File: config.mk
export PLATFORM = sky130hd
export DESIGN_NAME = ctti_ctrl
export DESIGN_NICKNAME = d
export VERILOG_FILES = /design/src/rtl/ctti_pkg.sv /design/src/rtl/ctti_ctrl.sv
export SDC_FILE = /design/constraint.sdc
export NUM_CORES = 1
export LEC_CHECK = 0
export CORE_MARGIN = 5
export CORE_UTILIZATION = 51
export DETAILED_ROUTE_END_ITERATION = 12
export DONT_BUFFER_PORTS = 1
export MAX_ROUTING_LAYER = met4
export PLACE_DENSITY = 0.71
export SLEW_MARGIN = 15
export SYNTH_ARGS = -nofsm -noshare
export SYNTH_HDL_FRONTEND = slang
export SYNTH_SLANG_ARGS = --single-unit
File: constraint.sdc
create_clock -name clk -period 2.3 [get_ports clk]
set_input_delay 0.575 -clock clk [delete_from_list [all_inputs] [get_ports clk]]
set_output_delay 0.575 -clock clk [all_outputs]
set_load 0.01 [all_outputs]
File: src/rtl/ctti_pkg.sv
// Package for the cyclic time-table interpolator: request and result types,
// control and status structs between the controller and the datapath, and shared constants.
// Depends on nothing.
package ctti_pkg;

    localparam int MAX_STEPS = 64;
    localparam int MAX_ROWS  = 16;
    localparam int STEP_W    = 6;
    localparam int ROW_W     = 4;
    localparam int TIME_W    = 48;
    localparam int VAL_W     = 32;
    localparam int DT_W      = 47;
    localparam int TW        = 51;   // working time width, holds wrapped times and periods
    localparam int DIV_W     = 50;   // divisor and remainder width
    localparam int DVD_W     = 49;   // dividend/quotient shift register width
    localparam int CNT_W     = 6;

    localparam logic [CNT_W-1:0] MUL_STEPS       = 6'd32;
    localparam logic [CNT_W-1:0] DIV_STEPS_WIDE  = 6'd49;
    localparam logic [CNT_W-1:0] DIV_STEPS_INTERP = 6'd33;

    localparam logic [1:0] FUNC_TIME  = 2'd0;
    localparam logic [1:0] FUNC_VALUE = 2'd1;
    localparam logic [1:0] FUNC_QUERY = 2'd2;

    localparam logic [1:0] STAT_OK    = 2'd0;
    localparam logic [1:0] STAT_NOINT = 2'd1;
    localparam logic [1:0] STAT_ROW   = 2'd2;

    localparam logic [2:0] REG_STEPS    = 3'd0;
    localparam logic [2:0] REG_ROWS     = 3'd1;
    localparam logic [2:0] REG_INTERP   = 3'd2;
    localparam logic [2:0] REG_CYCLE    = 3'd3;
    localparam logic [2:0] REG_ADAPTIVE = 3'd4;
    localparam logic [2:0] REG_DT       = 3'd5;

    localparam logic [4:0] OP_NONE       = 5'd0;
    localparam logic [4:0] OP_LATCH      = 5'd1;
    localparam logic [4:0] OP_ROWBAD     = 5'd2;
    localparam logic [4:0] OP_CAP_T0     = 5'd3;
    localparam logic [4:0] OP_CAP_TLAST  = 5'd4;
    localparam logic [4:0] OP_CDIV       = 5'd5;
    localparam logic [4:0] OP_CFIX       = 5'd6;
    localparam logic [4:0] OP_PER        = 5'd7;
    localparam logic [4:0] OP_MDIV       = 5'd8;
    localparam logic [4:0] OP_WRAP       = 5'd9;
    localparam logic [4:0] OP_SR_PREV    = 5'd10;
    localparam logic [4:0] OP_SR_BRKT    = 5'd11;
    localparam logic [4:0] OP_CAP_V0     = 5'd12;
    localparam logic [4:0] OP_MUL_START  = 5'd13;
    localparam logic [4:0] OP_MUL_STEP   = 5'd14;
    localparam logic [4:0] OP_IDIV       = 5'd15;
    localparam logic [4:0] OP_RES_VAL    = 5'd16;
    localparam logic [4:0] OP_RES_NOINT  = 5'd17;
    localparam logic [4:0] OP_RES_INTERP = 5'd18;

    typedef struct packed {
        logic [1:0]               func;
        logic [STEP_W-1:0]        step_index;
        logic [ROW_W-1:0]         row_index;
        logic signed [TIME_W-1:0] time_in;
        logic signed [VAL_W-1:0]  value_in;
    } req_t;

    typedef struct packed {
        logic signed [VAL_W-1:0] result_value;
        logic [1:0]              status;
    } res_t;

    typedef struct packed {
        logic [4:0]        op;
        logic [STEP_W-1:0] taddr;
        logic [STEP_W-1:0] vstep;
    } cmd_t;

    typedef struct packed {
        logic              is_query;
        logic              row_bad;
        logic              interp_en;
        logic              cycle_en;
        logic              adaptive;
        logic [STEP_W-1:0] n_last;
        logic              div_busy;
        logic              p_pos;
        logic              t_lt_t0;
        logic              t_gt_tlast;
        logic              eq_prev;
        logic              brkt;
    } sts_t;

endpackage

File: src/rtl/ctti_ctrl.sv
// Controller of the interpolator: sequences table reads, period wrapping, the
// linear search, multiplication and division for one query at a time.
// Depends on ctti_pkg.
module ctti_ctrl (
    input  logic           clk,
    input  logic           rst_n,
    input  logic           start,
    input  ctti_pkg::sts_t sts,
    output ctti_pkg::cmd_t cmd,
    output logic           busy,
    output logic           done
);

    localparam logic [4:0] S_IDLE   = 5'd0;
    localparam logic [4:0] S_RD1    = 5'd1;
    localparam logic [4:0] S_RD2    = 5'd2;
    localparam logic [4:0] S_CSTART = 5'd3;
    localparam logic [4:0] S_CWAIT  = 5'd4;
    localparam logic [4:0] S_CFIX   = 5'd5;
    localparam logic [4:0] S_PER    = 5'd6;
    localparam logic [4:0] S_PCHK   = 5'd7;
    localparam logic [4:0] S_MWAIT  = 5'd8;
    localparam logic [4:0] S_WRAP   = 5'd9;
    localparam logic [4:0] S_CMP    = 5'd10;
    localparam logic [4:0] S_SR1    = 5'd11;
    localparam logic [4:0] S_SR2    = 5'd12;
    localparam logic [4:0] S_SRL    = 5'd13;
    localparam logic [4:0] S_V0     = 5'd14;
    localparam logic [4:0] S_V1     = 5'd15;
    localparam logic [4:0] S_V2     = 5'd16;
    localparam logic [4:0] S_MUL    = 5'd17;
    localparam logic [4:0] S_NUM    = 5'd18;
    localparam logic [4:0] S_IWAIT  = 5'd19;
    localparam logic [4:0] S_FIN    = 5'd20;

    logic [4:0]                  state_reg, state_next;
    logic [ctti_pkg::CNT_W-1:0]  cnt_reg, cnt_next;
    logic [ctti_pkg::STEP_W-1:0] idx_reg, idx_next;
    logic                        simple_reg, simple_next;
    logic                        done_reg, done_next;

    always_comb
    begin
        state_next  = state_reg;
        cnt_next    = cnt_reg;
        idx_next    = idx_reg;
        simple_next = simple_reg;
        done_next   = 1'b0;
        cmd.op      = ctti_pkg::OP_NONE;
        cmd.taddr   = '0;
        cmd.vstep   = idx_reg;
        case (state_reg)
            S_IDLE:
            begin
                if (start && sts.is_query)
                begin
                    if (sts.row_bad)
                    begin
                        cmd.op    = ctti_pkg::OP_ROWBAD;
                        done_next = 1'b1;
                    end
                    else
                    begin
                        // The first time entry is read on the accepting edge.
                        cmd.op     = ctti_pkg::OP_LATCH;
                        state_next = S_RD1;
                    end
                end
            end
            S_RD1:
            begin
                cmd.op     = ctti_pkg::OP_CAP_T0;
                cmd.taddr  = sts.n_last;
                state_next = S_RD2;
            end
            S_RD2:
            begin
                cmd.op = ctti_pkg::OP_CAP_TLAST;
                if (!sts.cycle_en)
                    state_next = S_CMP;
                else if (sts.adaptive)
                    state_next = S_CFIX;
                else
                    state_next = S_CSTART;
            end
            S_CSTART:
            begin
                cmd.op     = ctti_pkg::OP_CDIV;
                state_next = S_CWAIT;
            end
            S_CWAIT:
            begin
                if (!sts.div_busy)
                    state_next = S_CFIX;
            end
            S_CFIX:
            begin
                cmd.op     = ctti_pkg::OP_CFIX;
                state_next = S_PER;
            end
            S_PER:
            begin
                cmd.op     = ctti_pkg::OP_PER;
                state_next = S_PCHK;
            end
            S_PCHK:
            begin
                if (sts.p_pos)
                begin
                    cmd.op     = ctti_pkg::OP_MDIV;
                    state_next = S_MWAIT;
                end
                else
                    state_next = S_CMP;
            end
            S_MWAIT:
            begin
                if (!sts.div_busy)
                    state_next = S_WRAP;
            end
            S_WRAP:
            begin
                cmd.op     = ctti_pkg::OP_WRAP;
                state_next = S_CMP;
            end
            S_CMP:
            begin
                if (sts.t_lt_t0)
                begin
                    idx_next    = '0;
                    simple_next = 1'b1;
                    state_next  = S_V0;
                end
                else if (sts.t_gt_tlast)
                begin
                    idx_next    = sts.n_last;
                    simple_next = 1'b1;
                    state_next  = S_V0;
                end
                else
                    state_next = S_SR1;
            end
            S_SR1:
            begin
                cmd.op = ctti_pkg::OP_SR_PREV;
                if (sts.n_last == '0)
                    state_next = S_SRL;
                else
                begin
                    cmd.taddr  = 6'd1;
                    cnt_next   = 6'd1;
                    state_next = S_SR2;
                end
            end
            S_SR2:
            begin
                // Previous entry is tested for an exact match before the bracket.
                if (sts.eq_prev)
                begin
                    idx_next    = cnt_reg - 1'b1;
                    simple_next = 1'b1;
                    state_next  = S_V0;
                end
                else if (sts.brkt)
                begin
                    cmd.op      = ctti_pkg::OP_SR_BRKT;
                    idx_next    = cnt_reg - 1'b1;
                    simple_next = !sts.interp_en;
                    state_next  = S_V0;
                end
                else
                begin
                    cmd.op = ctti_pkg::OP_SR_PREV;
                    if (cnt_reg == sts.n_last)
                        state_next = S_SRL;
                    else
                    begin
                        cnt_next  = cnt_reg + 1'b1;
                        cmd.taddr = cnt_reg + 1'b1;
                    end
                end
            end
            S_SRL:
            begin
                if (sts.eq_prev)
                begin
                    idx_next    = sts.n_last;
                    simple_next = 1'b1;
                    state_next  = S_V0;
                end
                else
                begin
                    cmd.op     = ctti_pkg::OP_RES_NOINT;
                    done_next  = 1'b1;
                    state_next = S_IDLE;
                end
            end
            S_V0:
                state_next = S_V1;
            S_V1:
            begin
                if (simple_reg)
                begin
                    cmd.op     = ctti_pkg::OP_RES_VAL;
                    done_next  = 1'b1;
                    state_next = S_IDLE;
                end
                else
                begin
                    cmd.op     = ctti_pkg::OP_CAP_V0;
                    cmd.vstep  = idx_reg + 1'b1;
                    state_next = S_V2;
                end
            end
            S_V2:
            begin
                cmd.op     = ctti_pkg::OP_MUL_START;
                cnt_next   = '0;
                state_next = S_MUL;
            end
            S_MUL:
            begin
                cmd.op = ctti_pkg::OP_MUL_STEP;
                if (cnt_reg == ctti_pkg::MUL_STEPS - 1'b1)
                    state_next = S_NUM;
                else
                    cnt_next = cnt_reg + 1'b1;
            end
            S_NUM:
            begin
                cmd.op     = ctti_pkg::OP_IDIV;
                state_next = S_IWAIT;
            end
            S_IWAIT:
            begin
                if (!sts.div_busy)
                    state_next = S_FIN;
            end
            S_FIN:
            begin
                cmd.op     = ctti_pkg::OP_RES_INTERP;
                done_next  = 1'b1;
                state_next = S_IDLE;
            end
            default:
                state_next = S_IDLE;
        endcase
    end

    always_ff @(posedge clk or negedge rst_n)
    begin
        if (!rst_n)
        begin
            state_reg  <= S_IDLE;
            cnt_reg    <= '0;
            idx_reg    <= '0;
            simple_reg <= 1'b0;
            done_reg   <= 1'b0;
        end
        else
        begin
            state_reg  <= state_next;
            cnt_reg    <= cnt_next;
            idx_reg    <= idx_next;
            simple_reg <= simple_next;
            done_reg   <= done_next;
        end
    end

    assign busy = (state_reg != S_IDLE);
    assign done = done_reg;

endmodule

==> impl_metrics.csv, run 1 <==
group,metric,value,unit
timing,period_share,99.4,%
layout,fin_util,67.4,%
critical_path,crit_chain,"nor2_2 > nand3_1 > a211o_2 > o21ai_2 > buf_4",
global_route,grt_pass1_vias,1899,
cts,cts_sinks,19,
floorplanning,rows,23,
layout,drive_gt1_share,38.5,%
timing,setup_viol,0,
yosys,synth_mux_area_share,6.17,%
cts,clock_latency,0.26,ns
cts,clock-root-buffer,"clkbuf_8",
floorplanning,die_w,73.1,um
routing,wl_per_cell,18.2,um
yosys,synth_compound_area_share,25.3,%
critical_path,rr_worst_depth,7,
timing,slew_viol_final,0,
placed_design,place_hpwl,4330,um
power_and_ir_drop,p_leak,1.07,nW
yosys,synth_xor_area_share,9.93,%
routing,route.detailed.vias_per_inst,6.26,
routing,drtIter0Drc,183,
cts,path_clk_slew,0.08,ns
placed_design,place.gp.congestion,0.945,
layout,synthToLayoutAreaGrowth,30.1,%
layout,layout.nets,312,
critical_path,arrival,1.71,ns
timing,hold_viol_final,0,
critical_path,end_kind,"primary output",
routing,ant_nets,0,
yosys,syn_area_per_cell,8.18,um2
min_path,hold_path_depth,2,
yosys,postSynthNetCount,271,
run_status,run_status,"finished clean",
power_and_ir_drop,cellPowerDensity,1210,nW/um2
cts,cts_made_buffers,3,
power_and_ir_drop,irDropWorstVdd,0.521,mV
timing,fmax,437,MHz
yosys,postSynthCellCount,248,
routing,finalWirelength,6150,um
yosys,synthSimpleGateAreaFrac,27.8,%
yosys,synth_area_leaders,"dfrtp_1 (23%), xor2_1 (6.0%), mux2_2 (3.9%), xnor2_1 (3.9%), nor2_1 (3.7%)",
yosys,yosys.area_share.adder,1.85,%
critical_path,crit_fanout,6,
min_path,min_to,"simple_reg$_DFFE_PN0P_",
yosys,yosys_register_bits,19,
yosys,ys_dominant_reg_cell,"dfrtp_1",
yosys,synth_top_family_by_area,"simple AND/OR/NAND/NOR gates",
critical_path,cpPeakStageDelay,0.49,ns
yosys,synth_top_area_share,23.4,%
job,cap_viol_max_count,0,
yosys,syn_area,2030,um2
critical_path,crit-reg2reg-launch,"state_reg[3]$_DFFE_PN0P_",
yosys,synth_edf_count,0,
timing,fin_skew,0.00316,ns
critical_path,crit_slowest_cell,"dfrtp_2",
yosys,yosys_warnings,0,
yosys,async_flop_share,100,%
routing,drt-pass1-iter-count,5,
critical_path,worstPathRequired,1.73,ns
yosys,ys_seq_area_share,23.4,%
floorplanning,start_util,51.8,%
critical_path,start_kind,"flip-flop",
min_path,hold_path_class,"in -> reg",
global_route,grt_pass1_wl,9450,um
global_route,grt_max_degree,26,
placed_design,io_buffers,0,
min_path,worstHoldStart,"sts[14]",
routing,dr_total_vias,2117,
yosys,synth_most_common_cell,"nor2_1",
timing,rsz0062_at_grt,"true",
floorplanning,die_area,5340,um2
cts,cts_buffer_depth,2,
global_route,antenna_found_initial,0,
critical_path,startpoint,"state_reg[0]$_DFFE_PN0P_",
cts,h-tree-depth,1,
yosys,ys_types,61,
routing,drc,0,
timing,period_needed,2.29,ns
layout,antennaDiodeCount,0,
critical_path,criticalPathCategory,"reg -> out",
yosys,synthTopCellsByCount,"nor2_1 (20), dfrtp_1 (19), nand2_1 (19)",
global_route,grtUsageTotal,23.1,%
timing,tns,0,ns
floorplanning,core_area,3910,um2
critical_path,reg2reg_to,"cnt_reg[5]$_DFFE_PN0P_",
timing,slew_headroom,37.2,%
floorplanning,dieHeight,73.1,um
placed_design,place_ws,0.120,ns
timing,worst_pin_slew,0.939,ns
floorplanning,io_pins,39,
timing,worst_slack,0.0130,ns
cts,tritoncts,"built",
critical_path,r2r_slack,0.08,ns
global_route,grt_overflow_total,0,
yosys,yosysTopAreaCell,"dfrtp_1",
## logic make-up after synthesis
logic type,count (synthesis)
simple gates,97
compound gates,71
buf+inv,24
xor+xnor,23
flops,19
mux,11
fa+ha+maj,3
## where the power goes
part	internal (W)	switching, W
Sequential	0.000460	0.000191
Combinational	0.00111	0.00119
Clock	0.000121	0.000124
Total	0.00169	0.00151
## worst max-delay path, delay by kind of cell (launching register included)
family / cells / cell delay (ns)
AO/OA/AOI/OAI: 2 / 0.53
flip-flops: 1 / 0.49
AND/OR/NAND/NOR: 2 / 0.31
buffers and inverters: 1 / 0.13
## repair_timing
item | CTS | global route
endpoints found under the hold margin | 19 | 0
buffers inserted | 6 | 14
hold buffers | 1 | 0
pin swaps | 4 | 11
endpoints found under the setup margin | 12 | 13
gates resized for setup | 14 | 38
## area by class of cell
class | instances | area (um2)
inverter | 6 | 22.5
tap | 50 | 62.6
sequential | 19 | 487
clock buffer | 3 | 41.3
timing repair buffer | 54 | 434
clock inverter | 1 | 5.00
multi-input combinational | 205 | 1590
fill | 319 | 1270
## per-layer routing
layer	wire, um	share of wire, %	GRT usage, %	up-vias
met4	53	0.86	3.48	0
li1	-	-	-	992
met3	370	6.0	3.44	6
met1	2610	42	30.3	1030
met5	0	0	-	-
met2	3120	51	38.3	89
## stage by stage
step | total power (W) | hold WS [ns] | instance area [um2] | cells
global route | 0.00342 | 0.529 | 2640 | 338
global placement | 0.00249 | 0.280 | 2260 | 314
finish | 0.00320 | 0.518 | 2640 | 338
CTS | 0.00291 | 0.514 | 2410 | 325
detailed placement | 0.00251 | 0.280 | 2260 | 314
floorplan | 0.00202 | 0.279 | 2030 | 248
## worst max path at each step
stage / cells past startpoint / to / slack (ns)
after floorplan: 6 / cmd[14] / 0.06
after CTS: 6 / cmd[15] / -0.001
after detailed placement: 5 / cmd[7] / 0.12
after global placement: 5 / cmd[7] / 0.11
final: 5 / cmd[10] / 0.01
after global routing: 5 / cmd[10] / -0.07
## placed cells by master (no fill, tap or decap), types with 4 or more instances in the layout
master / count
buf_4: 47
nand2_1: 19
nor2_1: 18
a21oi_1: 12
xor2_1: 11
dfrtp_1: 10
nand3_1: 9
xnor2_1: 9
dfrtp_2: 9
mux2_2: 7
a22o_1: 6
nor2b_1: 6
o21ai_0: 6
nand2b_1: 5
inv_1: 5
nor3_1: 5
o21ai_2: 5
buf_6: 5
nand4_1: 4
o22ai_1: 4
a32o_1: 4
Note: power is estimated with default switching activity, not from simulation.
==> inputs of run 2 (changes only) <==
--- a/config.mk
+++ b/config.mk
@@ -9,6 +9,7 @@
 export CORE_UTILIZATION = 51
 export DETAILED_ROUTE_END_ITERATION = 12
 export DONT_BUFFER_PORTS = 1
+export GPL_TIMING_DRIVEN = 0
 export MAX_ROUTING_LAYER = met4
 export PLACE_DENSITY = 0.71
 export SLEW_MARGIN = 15
==> impl_metrics.csv, run 2 (synthesized netlist as in run 1, its figures left out) <==
group,metric,value,unit
run_status,run_status,"finished with violations",
run_status,violations,"setup timing",
critical_path,crit_fanout,7,
global_route,grt_pass1_vias,2171,
routing,wl_per_cell,22.2,um
floorplanning,core_area,3910,um2
global_route,antenna_found_initial,0,
routing,dr_total_vias,2376,
cts,cts_made_buffers,3,
floorplanning,dieHeight,73.1,um
cts,clock-root-buffer,"clkbuf_8",
floorplanning,die_area,5340,um2
global_route,grtUsageTotal,26.3,%
layout,n_fill_cell,229,
routing,route.detailed.vias_per_inst,6.77,
placed_design,io_buffers,0,
critical_path,path_delay_family,"buffers and inverters",
min_path,hold_path_class,"in -> reg",
global_route,grt_pass1_wl,10700,um
cts,h-tree-depth,1,
power_and_ir_drop,irDropWorstVdd,0.735,mV
timing,hold_viol_final,0,
routing,drt-pass1-iter-count,6,
routing,ant_nets,0,
floorplanning,io_pins,39,
timing,fin_skew,0.00150,ns
timing,period_share,101,%
layout,layout.nets,325,
critical_path,crit_slowest_cell,"dfrtp_1",
floorplanning,start_util,51.8,%
critical_path,arrival,1.75,ns
critical_path,criticalPathCategory,"reg -> out",
timing,worst_pin_slew,0.891,ns
placed_design,place_ws,-0.331,ns
global_route,grt_max_degree,20,
cts,cts_buffer_depth,2,
timing,slew_headroom,40.4,%
critical_path,crit_chain,"buf_6 > buf_8 > nor2_4 > nand3_4 > buf_6 > a211oi_4 > a22o_1",
routing,finalWirelength,7780,um
global_route,grt_overflow_total,0,
floorplanning,die_w,73.1,um
timing,fmax,430,MHz
critical_path,end_kind,"primary output",
power_and_ir_drop,finalPower,0.00393,W
timing,setup_viol,9,
placed_design,place.gp.congestion,0.930,
critical_path,cpPeakStageDelay,0.38,ns
critical_path,cp_num_cells,7,
layout,synthToLayoutAreaGrowth,47.5,%
timing,worst_slack,-0.0255,ns
job,cap_viol_max_count,0,
layout,final_cell_mix,"buf_4 (41), nor2_1 (19), nand2_1 (19)",
critical_path,cp_common_cell,"buf_6",
routing,drc,0,
critical_path,rr_worst_depth,7,
layout,drive_gt1_share,40.9,%
min_path,hold_path_depth,2,
layout,antennaDiodeCount,0,
cts,clock_latency,0.25,ns
placed_design,place_hpwl,4160,um
cts,cts_sinks,19,
critical_path,worstPathRequired,1.73,ns
power_and_ir_drop,p_leak,1.21,nW
critical_path,crit_buf_inv,3,
power_and_ir_drop,cellPowerDensity,1310,nW/um2
critical_path,start_kind,"flip-flop",
cts,path_clk_slew,0.07,ns
floorplanning,rows,23,
cts,tritoncts,"built",
timing,rsz0062_at_grt,"true",
timing,slew_viol_final,0,
layout,final_common_cell,"buf_4",
routing,drtIter0Drc,321,
timing,period_needed,2.33,ns
[run 2: changes by cell type in the layout (fill, tap and decap cells not counted), moves of 4 or more]
| cell | previous run | this run |
|---|---|---|
| buf_6 | 5 | 12 |
| buf_4 | 47 | 41 |
| dfrtp_1 | 10 | 15 |
| dfrtp_2 | 9 | 4 |
| o21ai_2 | 5 | 0 |
| o21ai_4 | 0 | 5 |
| buf_8 | 1 | 5 |
[run 2: repair_timing]
item,in CTS,in global routing
pin swaps,20,20
setup endpoints to repair,18,23
hold endpoints to repair,0,19
gates resized for setup,75,25
gates cloned,1,1
buffers inserted,19,29
hold buffers,0,1
[run 2: path summary, 6_finish.rpt]
kind / slack [ns] / end / from
max: -0.03 / cmd[7] / state_reg[0]$_DFFE_PN0P_
min: 0.52 / simple_reg$_DFFE_PN0P_ / sts[14]
max reg2reg: -0.01 / cnt_reg[5]$_DFFE_PN0P_ / state_reg[3]$_DFFE_PN0P_
min reg2reg: 0.54 / idx_reg[5]$_DFFE_PN0P_ / idx_reg[5]$_DFFE_PN0P_
max in group asynchronous: 0.81 / state_reg[2]$_DFFE_PN0P_ / rst_n
min in group asynchronous: 0.89 / idx_reg[4]$_DFFE_PN0P_ / rst_n
[run 2: area by class of cell]
type | count | area, um2 | area share, %
Inverter | 6 | 22.5 | 0.753
Timing Repair Buffer | 49 | 448 | 15.0
Buffer | 18 | 195 | 6.52
Tap cell | 50 | 62.6 | 2.09
Sequential cell | 19 | 480 | 16.1
Clock buffer | 4 | 45.0 | 1.51
Multi-Input combinational cell | 205 | 1740 | 58.1
[run 2: power breakdown]
group | switching (W) | internal [W]
clock network | 0.000109 | 0.000123
logic | 0.00162 | 0.00149
registers | 0.000132 | 0.000455
total | 0.00186 | 0.00207
[run 2: metal layers]
metal	vias up	track usage [%]	part of all wire (%)
li1	1024	-	-
met1	1086	30.9	37
met2	206	44.6	47
met3	60	5.92	11
met4	0	7.58	5.2
met5	-	-	0
[run 2: per-stage QoR]
| step | util, % | instances | setup TNS [ns] | hold WS, ns | instance area (um2) |
|---|---|---|---|---|---|
| after floorplan | - | 248 | 0 | 0.279 | 2030 |
| after global placement | 53.4 | 298 | -2.30 | 0.280 | 2090 |
| after detailed placement | 53.4 | 298 | -2.44 | 0.280 | 2090 |
| after CTS | 67.8 | 321 | -0.180 | 0.00721 | 2650 |
| after global routing | 76.4 | 351 | -0.954 | 0.524 | 2990 |
| final | 76.4 | 351 | -0.100 | 0.517 | 2990 |
